### config.mk
export PLATFORM = sky130hd
export DESIGN_NAME = sorted_priority_queue_flat
export DESIGN_NICKNAME = d
export VERILOG_FILES = /design/src/design/spq_pkg.sv /design/src/design/spq_intf.sv /design/src/design/spq_ram.sv /design/src/design/spq_datapath.sv /design/src/design/spq_ctrl.sv /design/src/design/sorted_priority_queue.sv /design/src/flat_wrapper.sv
export SDC_FILE = /design/constraint.sdc
export NUM_CORES = 1
export LEC_CHECK = 0
export BUFFER_PORTS_ARGS = -buffer_cell sky130_fd_sc_hd__buf_4
export CORE_MARGIN = 8
export CORE_UTILIZATION = 65
export DETAILED_ROUTE_END_ITERATION = 10
export PLACE_DENSITY = 0.83
export SYNTH_ARGS = -nofsm -noshare
export SYNTH_HDL_FRONTEND = slang
export SYNTH_HIERARCHICAL = 1
export SYNTH_SLANG_ARGS = --single-unit
### constraint.sdc
create_clock -name clk_i -period 8.8 [get_ports clk_i]
set_input_delay 0.44 -clock clk_i [delete_from_list [all_inputs] [get_ports clk_i]]
set_output_delay 0.44 -clock clk_i [all_outputs]
set_load 0.02 [all_outputs]
### src/design/spq_pkg.sv
// Shared types, codes and command/status structs of the sorted priority queue.
`timescale 1ns / 1ps
`default_nettype none
package spq_pkg;

  localparam int unsigned ACTION_W = 3;
  localparam int unsigned VALUE_W  = 32;
  localparam int unsigned INDEX_W  = 4;
  localparam int unsigned STATUS_W = 3;
  localparam int unsigned COUNT_W  = 5;

  typedef enum logic [ACTION_W-1:0] {
    ACT_PUSH      = 3'd0,
    ACT_POP_FRONT = 3'd1,
    ACT_POP_BACK  = 3'd2,
    ACT_POP_AT    = 3'd3,
    ACT_FIND      = 3'd4,
    ACT_READ      = 3'd5
  } action_e;

  typedef enum logic [STATUS_W-1:0] {
    ST_OK      = 3'd0,
    ST_EMPTY   = 3'd1,
    ST_RANGE   = 3'd2,
    ST_FULL    = 3'd3,
    ST_MISSING = 3'd4
  } status_e;

  typedef enum logic [2:0] {
    PTR_HOLD,
    PTR_ZERO,
    PTR_CNT_M1,
    PTR_INDEX,
    PTR_INC,
    PTR_DEC
  } ptr_op_e;

  typedef enum logic {
    WA_PTR_P1,
    WA_PTR_M1
  } wa_sel_e;

  typedef enum logic {
    WD_VALUE,
    WD_RDATA
  } wd_sel_e;

  typedef enum logic [1:0] {
    CNT_HOLD,
    CNT_INC,
    CNT_DEC
  } cnt_op_e;

  typedef enum logic [1:0] {
    RES_ZERO,
    RES_RDATA,
    RES_VALUE
  } res_src_e;

  // Commands from controller to datapath
  typedef struct packed {
    logic     in_ready;
    ptr_op_e  ptr_op;
    logic     rd_en;
    logic     wr_en;
    wa_sel_e  wa_sel;
    wd_sel_e  wd_sel;
    cnt_op_e  cnt_op;
    logic     res_set;
    res_src_e res_src;
    status_e  res_status;
    logic     out_load;
  } spq_cmd_t;

  // Status from datapath to controller
  typedef struct packed {
    logic    in_valid;
    action_e action;
    logic    count_zero;
    logic    count_full;
    logic    index_ok;
    logic    ptr_zero;
    logic    ptr_last;
    logic    rd_less;
    logic    rd_equal;
    logic    out_busy;
  } spq_stat_t;

endpackage
`default_nettype wire

### src/design/spq_intf.sv
// Request and response channel interfaces of the sorted priority queue.
`timescale 1ns / 1ps
`default_nettype none
interface spq_req_if;
  logic              valid;
  logic              ready;
  logic [2:0]        action;
  logic signed [31:0] value;
  logic [3:0]        index;

  modport source (output valid, output action, output value, output index, input ready);
  modport sink   (input valid, input action, input value, input index, output ready);
endinterface

interface spq_rsp_if;
  logic               valid;
  logic               ready;
  logic signed [31:0] result_value;
  logic [2:0]         status;
  logic [4:0]         entry_count;

  modport source (output valid, output result_value, output status, output entry_count,
                  input ready);
  modport sink   (input valid, input result_value, input status, input entry_count,
                  output ready);
endinterface
`default_nettype wire

### src/design/spq_ram.sv
// Generic simple dual-port RAM with registered read data.
`timescale 1ns / 1ps
`default_nettype none
module spq_ram #(
  parameter int unsigned WIDTH = 32,
  parameter int unsigned DEPTH = 16
) (
  input  wire logic                     clk_i,
  input  wire logic                     wr_en_i,
  input  wire logic [$clog2(DEPTH)-1:0] wr_addr_i,
  input  wire logic [WIDTH-1:0]         wr_data_i,
  input  wire logic                     rd_en_i,
  input  wire logic [$clog2(DEPTH)-1:0] rd_addr_i,
  output logic      [WIDTH-1:0]         rd_data_o
);

  logic [WIDTH-1:0] mem_q [DEPTH];

  // Write port
  always_ff @(posedge clk_i) begin
    if (wr_en_i) begin
      mem_q[wr_addr_i] <= wr_data_i;
    end
  end

  // Registered read port
  always_ff @(posedge clk_i) begin
    if (rd_en_i) begin
      rd_data_o <= mem_q[rd_addr_i];
    end
  end

endmodule
`default_nettype wire

### src/design/spq_datapath.sv
// Datapath: request latch, entry store, pointer, count, result and output register.
`timescale 1ns / 1ps
`default_nettype none
module spq_datapath #(
  parameter int unsigned DEPTH = 16
) (
  input  wire logic               clk_i,
  input  wire logic               rst_ni,
  spq_req_if.sink                 req_i,
  spq_rsp_if.source               rsp_o,
  input  wire spq_pkg::spq_cmd_t  cmd_i,
  output spq_pkg::spq_stat_t      stat_o
);
  import spq_pkg::*;

  localparam int unsigned AW = $clog2(DEPTH);
  localparam int unsigned CW = $clog2(DEPTH + 1);
  localparam int unsigned IW = (CW > INDEX_W) ? CW : INDEX_W;

  logic                      in_fire;
  action_e                   req_action_q;
  logic signed [VALUE_W-1:0] req_value_q;
  logic [INDEX_W-1:0]        req_index_q;
  logic [CW-1:0]             count_q, count_d;
  logic [CW-1:0]             ptr_q, ptr_d;
  logic [CW-1:0]             wr_ptr;
  logic signed [VALUE_W-1:0] rd_data;
  logic signed [VALUE_W-1:0] wr_data;
  logic signed [VALUE_W-1:0] res_value_q, res_value_d;
  status_e                   res_status_q;
  logic                      out_valid_q;
  logic signed [VALUE_W-1:0] out_value_q;
  status_e                   out_status_q;
  logic [COUNT_W-1:0]        out_count_q;

  assign req_i.ready = cmd_i.in_ready;
  assign in_fire     = req_i.valid & cmd_i.in_ready;

  // Latch the request beat
  always_ff @(posedge clk_i) begin
    if (in_fire) begin
      req_action_q <= action_e'(req_i.action);
      req_value_q  <= req_i.value;
      req_index_q  <= req_i.index;
    end
  end

  // Pointer next value; the read address follows it
  always_comb begin
    case (cmd_i.ptr_op)
      PTR_HOLD:   ptr_d = ptr_q;
      PTR_ZERO:   ptr_d = '0;
      PTR_CNT_M1: ptr_d = count_q - CW'(1);
      PTR_INDEX:  ptr_d = CW'(IW'(req_index_q));
      PTR_INC:    ptr_d = ptr_q + CW'(1);
      PTR_DEC:    ptr_d = ptr_q - CW'(1);
      default:    ptr_d = ptr_q;
    endcase
  end

  // Entry count next value
  always_comb begin
    case (cmd_i.cnt_op)
      CNT_INC: count_d = count_q + CW'(1);
      CNT_DEC: count_d = count_q - CW'(1);
      default: count_d = count_q;
    endcase
  end

  always_ff @(posedge clk_i or negedge rst_ni) begin
    if (!rst_ni) begin
      count_q <= '0;
    end else begin
      count_q <= count_d;
    end
  end

  always_ff @(posedge clk_i) begin
    ptr_q <= ptr_d;
  end

  // Select write address and data
  assign wr_ptr  = (cmd_i.wa_sel == WA_PTR_M1) ? (ptr_q - CW'(1)) : (ptr_q + CW'(1));
  assign wr_data = (cmd_i.wd_sel == WD_RDATA) ? rd_data : req_value_q;

  spq_ram #(
    .WIDTH (VALUE_W),
    .DEPTH (DEPTH)
  ) u_ram (
    .clk_i     (clk_i),
    .wr_en_i   (cmd_i.wr_en),
    .wr_addr_i (wr_ptr[AW-1:0]),
    .wr_data_i (wr_data),
    .rd_en_i   (cmd_i.rd_en),
    .rd_addr_i (ptr_d[AW-1:0]),
    .rd_data_o (rd_data)
  );

  // Result held until it moves into the output register
  always_comb begin
    case (cmd_i.res_src)
      RES_RDATA: res_value_d = rd_data;
      RES_VALUE: res_value_d = req_value_q;
      default:   res_value_d = '0;
    endcase
  end

  always_ff @(posedge clk_i) begin
    if (cmd_i.res_set) begin
      res_value_q  <= res_value_d;
      res_status_q <= cmd_i.res_status;
    end
  end

  // Output register: load a result beat, drop it once taken
  always_ff @(posedge clk_i or negedge rst_ni) begin
    if (!rst_ni) begin
      out_valid_q <= 1'b0;
    end else if (cmd_i.out_load) begin
      out_valid_q <= 1'b1;
    end else if (rsp_o.ready) begin
      out_valid_q <= 1'b0;
    end
  end

  always_ff @(posedge clk_i) begin
    if (cmd_i.out_load) begin
      out_value_q  <= res_value_q;
      out_status_q <= res_status_q;
      out_count_q  <= COUNT_W'(count_q);
    end
  end

  assign rsp_o.valid        = out_valid_q;
  assign rsp_o.result_value = out_value_q;
  assign rsp_o.status       = out_status_q;
  assign rsp_o.entry_count  = out_count_q;

  // Status toward the controller
  assign stat_o.in_valid   = req_i.valid;
  assign stat_o.action     = req_action_q;
  assign stat_o.count_zero = (count_q == '0);
  assign stat_o.count_full = (count_q == CW'(DEPTH));
  assign stat_o.index_ok   = (IW'(req_index_q) < IW'(count_q));
  assign stat_o.ptr_zero   = (ptr_q == '0);
  assign stat_o.ptr_last   = ((ptr_q + CW'(1)) == count_q);
  assign stat_o.rd_less    = (rd_data < req_value_q);
  assign stat_o.rd_equal   = (rd_data == req_value_q);
  assign stat_o.out_busy   = out_valid_q & ~rsp_o.ready;

endmodule
`default_nettype wire

### src/design/spq_ctrl.sv
// Controller state machine: sequences one request over the entry store.
`timescale 1ns / 1ps
`default_nettype none
module spq_ctrl (
  input  wire logic               clk_i,
  input  wire logic               rst_ni,
  input  wire spq_pkg::spq_stat_t stat_i,
  output spq_pkg::spq_cmd_t       cmd_o
);
  import spq_pkg::*;

  typedef enum logic [3:0] {
    S_IDLE,
    S_DECODE,
    S_PUSH_CMP,
    S_PUSH_FIN,
    S_POP_FIRST,
    S_POP_SHIFT,
    S_POP_FIN,
    S_FIND_CMP,
    S_READ_WAIT,
    S_RESP
  } state_e;

  state_e state_q, state_d;

  // Next state and commands
  always_comb begin
    state_d          = state_q;
    cmd_o            = '0;
    cmd_o.ptr_op     = PTR_HOLD;
    cmd_o.wa_sel     = WA_PTR_P1;
    cmd_o.wd_sel     = WD_VALUE;
    cmd_o.cnt_op     = CNT_HOLD;
    cmd_o.res_src    = RES_ZERO;
    cmd_o.res_status = ST_OK;

    case (state_q)
      S_IDLE: begin
        cmd_o.in_ready = 1'b1;
        if (stat_i.in_valid) begin
          state_d = S_DECODE;
        end
      end

      S_DECODE: begin
        cmd_o.res_set = 1'b1;
        state_d       = S_RESP;
        case (stat_i.action)
          ACT_PUSH: begin
            if (stat_i.count_full) begin
              cmd_o.res_status = ST_FULL;
            end else begin
              cmd_o.ptr_op = PTR_CNT_M1;
              if (stat_i.count_zero) begin
                state_d = S_PUSH_FIN;
              end else begin
                cmd_o.rd_en = 1'b1;
                state_d     = S_PUSH_CMP;
              end
            end
          end
          ACT_POP_FRONT: begin
            if (stat_i.count_zero) begin
              cmd_o.res_status = ST_EMPTY;
            end else begin
              cmd_o.ptr_op = PTR_ZERO;
              cmd_o.rd_en  = 1'b1;
              state_d      = S_POP_FIRST;
            end
          end
          ACT_POP_BACK: begin
            if (stat_i.count_zero) begin
              cmd_o.res_status = ST_EMPTY;
            end else begin
              cmd_o.ptr_op = PTR_CNT_M1;
              cmd_o.rd_en  = 1'b1;
              state_d      = S_POP_FIRST;
            end
          end
          ACT_POP_AT: begin
            if (stat_i.count_zero) begin
              cmd_o.res_status = ST_EMPTY;
            end else if (!stat_i.index_ok) begin
              cmd_o.res_status = ST_RANGE;
            end else begin
              cmd_o.ptr_op = PTR_INDEX;
              cmd_o.rd_en  = 1'b1;
              state_d      = S_POP_FIRST;
            end
          end
          ACT_FIND: begin
            if (stat_i.count_zero) begin
              cmd_o.res_status = ST_MISSING;
            end else begin
              cmd_o.ptr_op = PTR_ZERO;
              cmd_o.rd_en  = 1'b1;
              state_d      = S_FIND_CMP;
            end
          end
          ACT_READ: begin
            if (stat_i.count_zero) begin
              cmd_o.res_status = ST_EMPTY;
            end else if (!stat_i.index_ok) begin
              cmd_o.res_status = ST_RANGE;
            end else begin
              cmd_o.ptr_op = PTR_INDEX;
              cmd_o.rd_en  = 1'b1;
              state_d      = S_READ_WAIT;
            end
          end
          default: begin
            state_d = S_RESP;
          end
        endcase
      end

      // Shift smaller entries up one place, scanning from the back
      S_PUSH_CMP: begin
        if (stat_i.rd_less) begin
          cmd_o.wr_en  = 1'b1;
          cmd_o.wa_sel = WA_PTR_P1;
          cmd_o.wd_sel = WD_RDATA;
          cmd_o.ptr_op = PTR_DEC;
          if (stat_i.ptr_zero) begin
            state_d = S_PUSH_FIN;
          end else begin
            cmd_o.rd_en = 1'b1;
          end
        end else begin
          state_d = S_PUSH_FIN;
        end
      end

      // Drop the new value into the gap
      S_PUSH_FIN: begin
        cmd_o.wr_en  = 1'b1;
        cmd_o.wa_sel = WA_PTR_P1;
        cmd_o.wd_sel = WD_VALUE;
        cmd_o.cnt_op = CNT_INC;
        state_d      = S_RESP;
      end

      // Capture the removed entry, then close the gap
      S_POP_FIRST: begin
        cmd_o.res_set = 1'b1;
        cmd_o.res_src = RES_RDATA;
        if (stat_i.ptr_last) begin
          state_d = S_POP_FIN;
        end else begin
          cmd_o.ptr_op = PTR_INC;
          cmd_o.rd_en  = 1'b1;
          state_d      = S_POP_SHIFT;
        end
      end

      S_POP_SHIFT: begin
        cmd_o.wr_en  = 1'b1;
        cmd_o.wa_sel = WA_PTR_M1;
        cmd_o.wd_sel = WD_RDATA;
        if (stat_i.ptr_last) begin
          state_d = S_POP_FIN;
        end else begin
          cmd_o.ptr_op = PTR_INC;
          cmd_o.rd_en  = 1'b1;
        end
      end

      S_POP_FIN: begin
        cmd_o.cnt_op = CNT_DEC;
        state_d      = S_RESP;
      end

      // Scan from the front until a match or the last entry
      S_FIND_CMP: begin
        if (stat_i.rd_equal) begin
          cmd_o.res_set = 1'b1;
          cmd_o.res_src = RES_VALUE;
          state_d       = S_RESP;
        end else if (stat_i.ptr_last) begin
          cmd_o.res_set    = 1'b1;
          cmd_o.res_status = ST_MISSING;
          state_d          = S_RESP;
        end else begin
          cmd_o.ptr_op = PTR_INC;
          cmd_o.rd_en  = 1'b1;
        end
      end

      S_READ_WAIT: begin
        cmd_o.res_set = 1'b1;
        cmd_o.res_src = RES_RDATA;
        state_d       = S_RESP;
      end

      // Hand the result to the output register once it is free
      S_RESP: begin
        if (!stat_i.out_busy) begin
          cmd_o.out_load = 1'b1;
          state_d        = S_IDLE;
        end
      end

      default: begin
        state_d = S_IDLE;
      end
    endcase
  end

  // Hold state
  always_ff @(posedge clk_i or negedge rst_ni) begin
    if (!rst_ni) begin
      state_q <= S_IDLE;
    end else begin
      state_q <= state_d;
    end
  end

endmodule
`default_nettype wire

### src/design/sorted_priority_queue.sv
// Sorted priority queue: top level joining controller and datapath.
//
// Usage: requests arrive on req_i (action, value, index) and each request
// gives exactly one response beat on rsp_o (result_value, status,
// entry_count). Both channels move a beat when valid and ready are high at
// a rising clock edge. Up to DEPTH signed values are kept in descending
// order in a RAM with one write and one registered read port.
// One request is worked at a time: no-op and rejected requests go
// straight to the response, a read fetches its entry first, and find,
// pops and pushes scan or shift the entries one entry per cycle through
// the RAM port. The next request beat is taken only once the result is
// loaded into the output register.
// The next request is taken while a response still waits in the output
// register; a stalled receiver holds that beat and the block waits with
// its next result until the register frees.
// Reset clears the entry count and the control state; the RAM needs no
// clearing pass, since only positions below the count are ever read.
`timescale 1ns / 1ps
`default_nettype none
module sorted_priority_queue #(
  parameter int unsigned DEPTH = 16
) (
  input  wire logic clk_i,
  input  wire logic rst_ni,
  spq_req_if.sink   req_i,
  spq_rsp_if.source rsp_o
);
  import spq_pkg::*;

  spq_cmd_t  cmd;
  spq_stat_t stat;

  spq_ctrl u_ctrl (
    .clk_i  (clk_i),
    .rst_ni (rst_ni),
    .stat_i (stat),
    .cmd_o  (cmd)
  );

  spq_datapath #(
    .DEPTH (DEPTH)
  ) u_datapath (
    .clk_i  (clk_i),
    .rst_ni (rst_ni),
    .req_i  (req_i),
    .rsp_o  (rsp_o),
    .cmd_i  (cmd),
    .stat_o (stat)
  );

endmodule
`default_nettype wire
### src/flat_wrapper.sv
// flat-port wrapper written by rule: the top's interface ports become plain ports
module sorted_priority_queue_flat import spq_pkg::*;
#(
  parameter int unsigned DEPTH = 16
)
  (clk_i, rst_ni, req_i_valid, req_i_action, req_i_value, req_i_index, req_i_ready, rsp_o_valid, rsp_o_result_value, rsp_o_status, rsp_o_entry_count, rsp_o_ready);
  spq_req_if req_i_i ();
  spq_rsp_if rsp_o_i ();
  input  wire logic clk_i;
  input  wire logic rst_ni;
  input wire logic [$bits(req_i_i.valid)-1:0] req_i_valid;
  input wire logic [$bits(req_i_i.action)-1:0] req_i_action;
  input wire logic [$bits(req_i_i.value)-1:0] req_i_value;
  input wire logic [$bits(req_i_i.index)-1:0] req_i_index;
  output wire logic [$bits(req_i_i.ready)-1:0] req_i_ready;
  output wire logic [$bits(rsp_o_i.valid)-1:0] rsp_o_valid;
  output wire logic [$bits(rsp_o_i.result_value)-1:0] rsp_o_result_value;
  output wire logic [$bits(rsp_o_i.status)-1:0] rsp_o_status;
  output wire logic [$bits(rsp_o_i.entry_count)-1:0] rsp_o_entry_count;
  input wire logic [$bits(rsp_o_i.ready)-1:0] rsp_o_ready;
  assign req_i_i.valid = req_i_valid;
  assign req_i_i.action = req_i_action;
  assign req_i_i.value = req_i_value;
  assign req_i_i.index = req_i_index;
  assign req_i_ready = req_i_i.ready;
  assign rsp_o_valid = rsp_o_i.valid;
  assign rsp_o_result_value = rsp_o_i.result_value;
  assign rsp_o_status = rsp_o_i.status;
  assign rsp_o_entry_count = rsp_o_i.entry_count;
  assign rsp_o_i.ready = rsp_o_ready;
  sorted_priority_queue #(.DEPTH(DEPTH)) u_core (.clk_i(clk_i), .rst_ni(rst_ni), .req_i(req_i_i), .rsp_o(rsp_o_i));
endmodule
==> metrics.yaml <==
report.final.setup_viol: 0
fp-row-count: 74
peakVddDrop_v: 0.000455
syn_avg_cell_area_um2: 18.5
multiInputGateArea_um2: 6460
rr_worst_depth: 18
cts_tree: "done"
arrival_ps: 6290
place.detailed.hpwl_um: 33500
fin_crit_sh_pct: 67.6
cts_resized: 0
slew_headroom_pct: 26.9
antenna_cells: 0
outcome: "complete, no violations"
ant_nets: 0
wl_per_cell_um: 30.7
grt_pass1_vias: 15300
grt_max_degree: 84
io_buffers: 84
wl_met3_um: 7000
startpoint_type: "flop"
drt-total-wl_um: 66700
regArea_um2: 20100
synth-seq-cells: 673
max_stage_delay_ps: 660
holdBufCountCts: 1
fin_ws_ps: 2850
cts.clk_slew.worst_paths_ps: 70
io_pins: 85
whs_path_depth: 1
synthToLayoutAreaGrowth_pct: 13.4
viasPerCell: 6.92
h-tree-depth: 3
fmax_mhz: 168
die_y_um: 220
syn_inst: 1456
grt_pass1_wl_um: 98000
finalCriticalPeriod_ps: 5950
crit_path_end_kind: "flop"
yosysUniqueCellTypes: 70
worst_pin_slew_ps: 1090
synth_flop_cell: "edfxtp_1"
clockBufferDepth: 3
fillers: 2198
hold_viol: 0
met1_length_um: 23300
antenna_found_initial: 0
yosysWarnings: 6
drv_slew: 0
routed.top_layer: "met4"
drtPass1Iterations: 5
nNetsFinal: 1680
clkLatencyLatePin_ps: 600
core_area_um2: 40900
rsz0062_at_grt: "no"
dpl-instance-area_um2: 28500
cts_sinks: 673
wl_met2_um: 33500
drcViolationCount: 0
cts_setup_buffers: 0
synth-async-reset-ratio_pct: 1.49
worstHoldPathType: "in -> reg"
finalClockSkew_ps: 22.4
critPathKind: "reg -> reg"
cpMaxStageDelayCell: "buf_4"
initial_core_util_pct: 65.9
dieArea_um2: 48200
track_usage_pct: 28.0
power.leakage_nw: 10.2
powerDensity_nw_per_um2: 407
power_mw: 12.5
maxCapViolations: 0
place_congestion: 0.863
cts_buffers: 66
vias: 15000
die_w_um: 220
utilization_pct: 74.7
clock-root-buffer: "clkbuf_16"
synth-edff-count: 659
grt_overflow_total: 0
path_cells: "inv_1, ha_1, a21oi_1, o21ai_0, a221oi_1, o2111ai_1, o22ai_2, nand3b_1, or2_2, nand2_1, nor2b_1, o221ai_1, o21ai_0, o21a_4, buf_4, mux4_2, a22oi_1, nand2_1"
setup-tns-final_ps: 0
synth-seq-area-share_pct: 74.6
netlist_area_um2: 27000
cp.required_ps: 9140
dp_slack_ps: 2990
synth_fp_nets: 1542
fin_area_um2: 30600
cp_max_fo: 47
drtIter0Drc: 2071
drive_gt1_share_pct: 24.1
[layout by cell type (no fill, tap or decap), types with 12 or more instances in the layout]
cell,count
nand2b_1,12
xnor2_1,14
clkbuf_1,20
a21oi_1,22
nor2_1,64
buf_4,142
nand2_1,86
inv_1,49
o21ai_0,40
ha_1,43
clkbuf_16,69
nor2_4,13
edfxtp_1,659
a22oi_1,97
clkinv_1,13
mux4_2,128
[worst max-delay path, delay by kind of cell, from the launching register on]
kind | cells | cell delay (ps)
compound gates | 9 | 2620
fa+ha+maj | 1 | 270
buf+inv | 2 | 780
flops | 1 | 420
mux | 1 | 450
simple gates | 5 | 1120
[final timing paths]
kind	slack, ps	end	startpoint
max in group asynchronous	8420	u_core/u_ctrl/state_q[1]$_DFFE_PN0P_	rst_ni
hold / removal	20	u_core/u_datapath/req_value_q[13]$_DFFE_PP_	req_i_value[13]
setup reg to reg	2850	u_core/u_datapath/u_ram/rd_data_o[27]$_DFFE_PP_	u_core/u_datapath/req_value_q[19]$_DFFE_PP_
setup / recovery	2850	u_core/u_datapath/u_ram/rd_data_o[27]$_DFFE_PP_	u_core/u_datapath/req_value_q[19]$_DFFE_PP_
min in group asynchronous	220	u_core/u_datapath/count_q[2]$_DFFE_PN0P_	rst_ni
hold reg to reg	420	u_core/u_datapath/rsp_o.result_value[18]$_DFFE_PP_	u_core/u_datapath/res_value_q[18]$_DFFE_PP_
[flip-flops by register name, summed over array words and instances (netlist names), 4 cells and up]
register / count
u_core/u_datapath/req_index_q: 4
u_core/u_datapath/req_value_q: 32
u_core/u_ctrl/state_q: 4
u_core/u_datapath/ptr_q: 5
u_core/u_datapath/u_ram/rd_data_o: 32
u_core/u_datapath/res_value_q: 32
u_core/u_datapath/count_q: 5
u_core/u_datapath/rsp_o.result_value: 32
u_core/u_datapath/u_ram/mem_q: 512
u_core/u_datapath/rsp_o.entry_count: 5
[stage by stage]
stage / hold WS, ps / instances
after global routing: 0.645 / 2173
after global placement: 281 / 2053
after floorplan: 144 / 1456
after CTS: 3.49 / 2169
final: 23.4 / 2173
after detailed placement: 282 / 2053
[cell usage after synthesis (3+ instances only)]
cell | count | area [µm²]
nand4_1 | 8 | 50.1
or2_2 | 3 | 18.8
nand3b_1 | 5 | 37.5
nand3_1 | 9 | 45.0
xnor2_1 | 14 | 123
edfxtp_1 | 659 | 19800
a21oi_1 | 22 | 110
mux4_2 | 128 | 2880
a22oi_1 | 97 | 728
mux2i_1 | 4 | 40.0
and2_1 | 5 | 31.3
o211ai_1 | 3 | 22.5
dfxtp_1 | 4 | 80.1
inv_1 | 49 | 184
nand2b_1 | 12 | 75.1
buf_4 | 13 | 97.6
ha_1 | 43 | 538
a21o_1 | 7 | 52.6
o22ai_1 | 5 | 31.3
xor2_1 | 5 | 43.8
dfrtp_1 | 10 | 250
buf_2 | 16 | 80.1
o21ai_0 | 46 | 230
nor3_1 | 13 | 65.1
nand2_1 | 86 | 323
nor2b_1 | 7 | 43.8
clkbuf_1 | 37 | 139
a32o_1 | 3 | 30.0
buf_1 | 10 | 37.5
o21ai_1 | 4 | 20.0
nor2_1 | 78 | 293
nor4_1 | 3 | 18.8
[cell families after synthesis]
kind of cell | share of synthesized area, %
AOI/OAI and AO/OA | 5.47
and+or+nand+nor | 4.26
buffers and inverters | 2.09
adders and majority gates | 2.00
DFF | 74.6
muxes | 10.9
xor gates and xnor gates | 0.617
[layout make-up]
cell class / count / area share [%]
Timing Repair Buffer: 148 / 3.72
Clock buffer: 89 / 5.89
Tap cell: 532 / 2.18
Inverter: 50 / 0.614
Multi-Input combinational cell: 655 / 21.1
Clock inverter: 26 / 0.655
Sequential cell: 673 / 65.8
[layer usage]
| layer | up-vias | global-route usage, % |
|---|---|---|
| met1 | 7530 | 35.8 |
| met5 | - | 0 |
| met2 | 1144 | 46.9 |
| li1 | 6124 | - |
| met4 | 0 | 12.4 |
| met3 | 240 | 5.43 |
[where the power goes]
group | total, mW | internal [mW] | leakage [nW] | switching (mW)
logic | 4.89 | 1.96 | 3.00 | 2.94
registers | 4.89 | 4.60 | 6.17 | 0.291
clock network | 2.67 | 1.52 | 0.978 | 1.15
(Power assumes the default switching activity.)
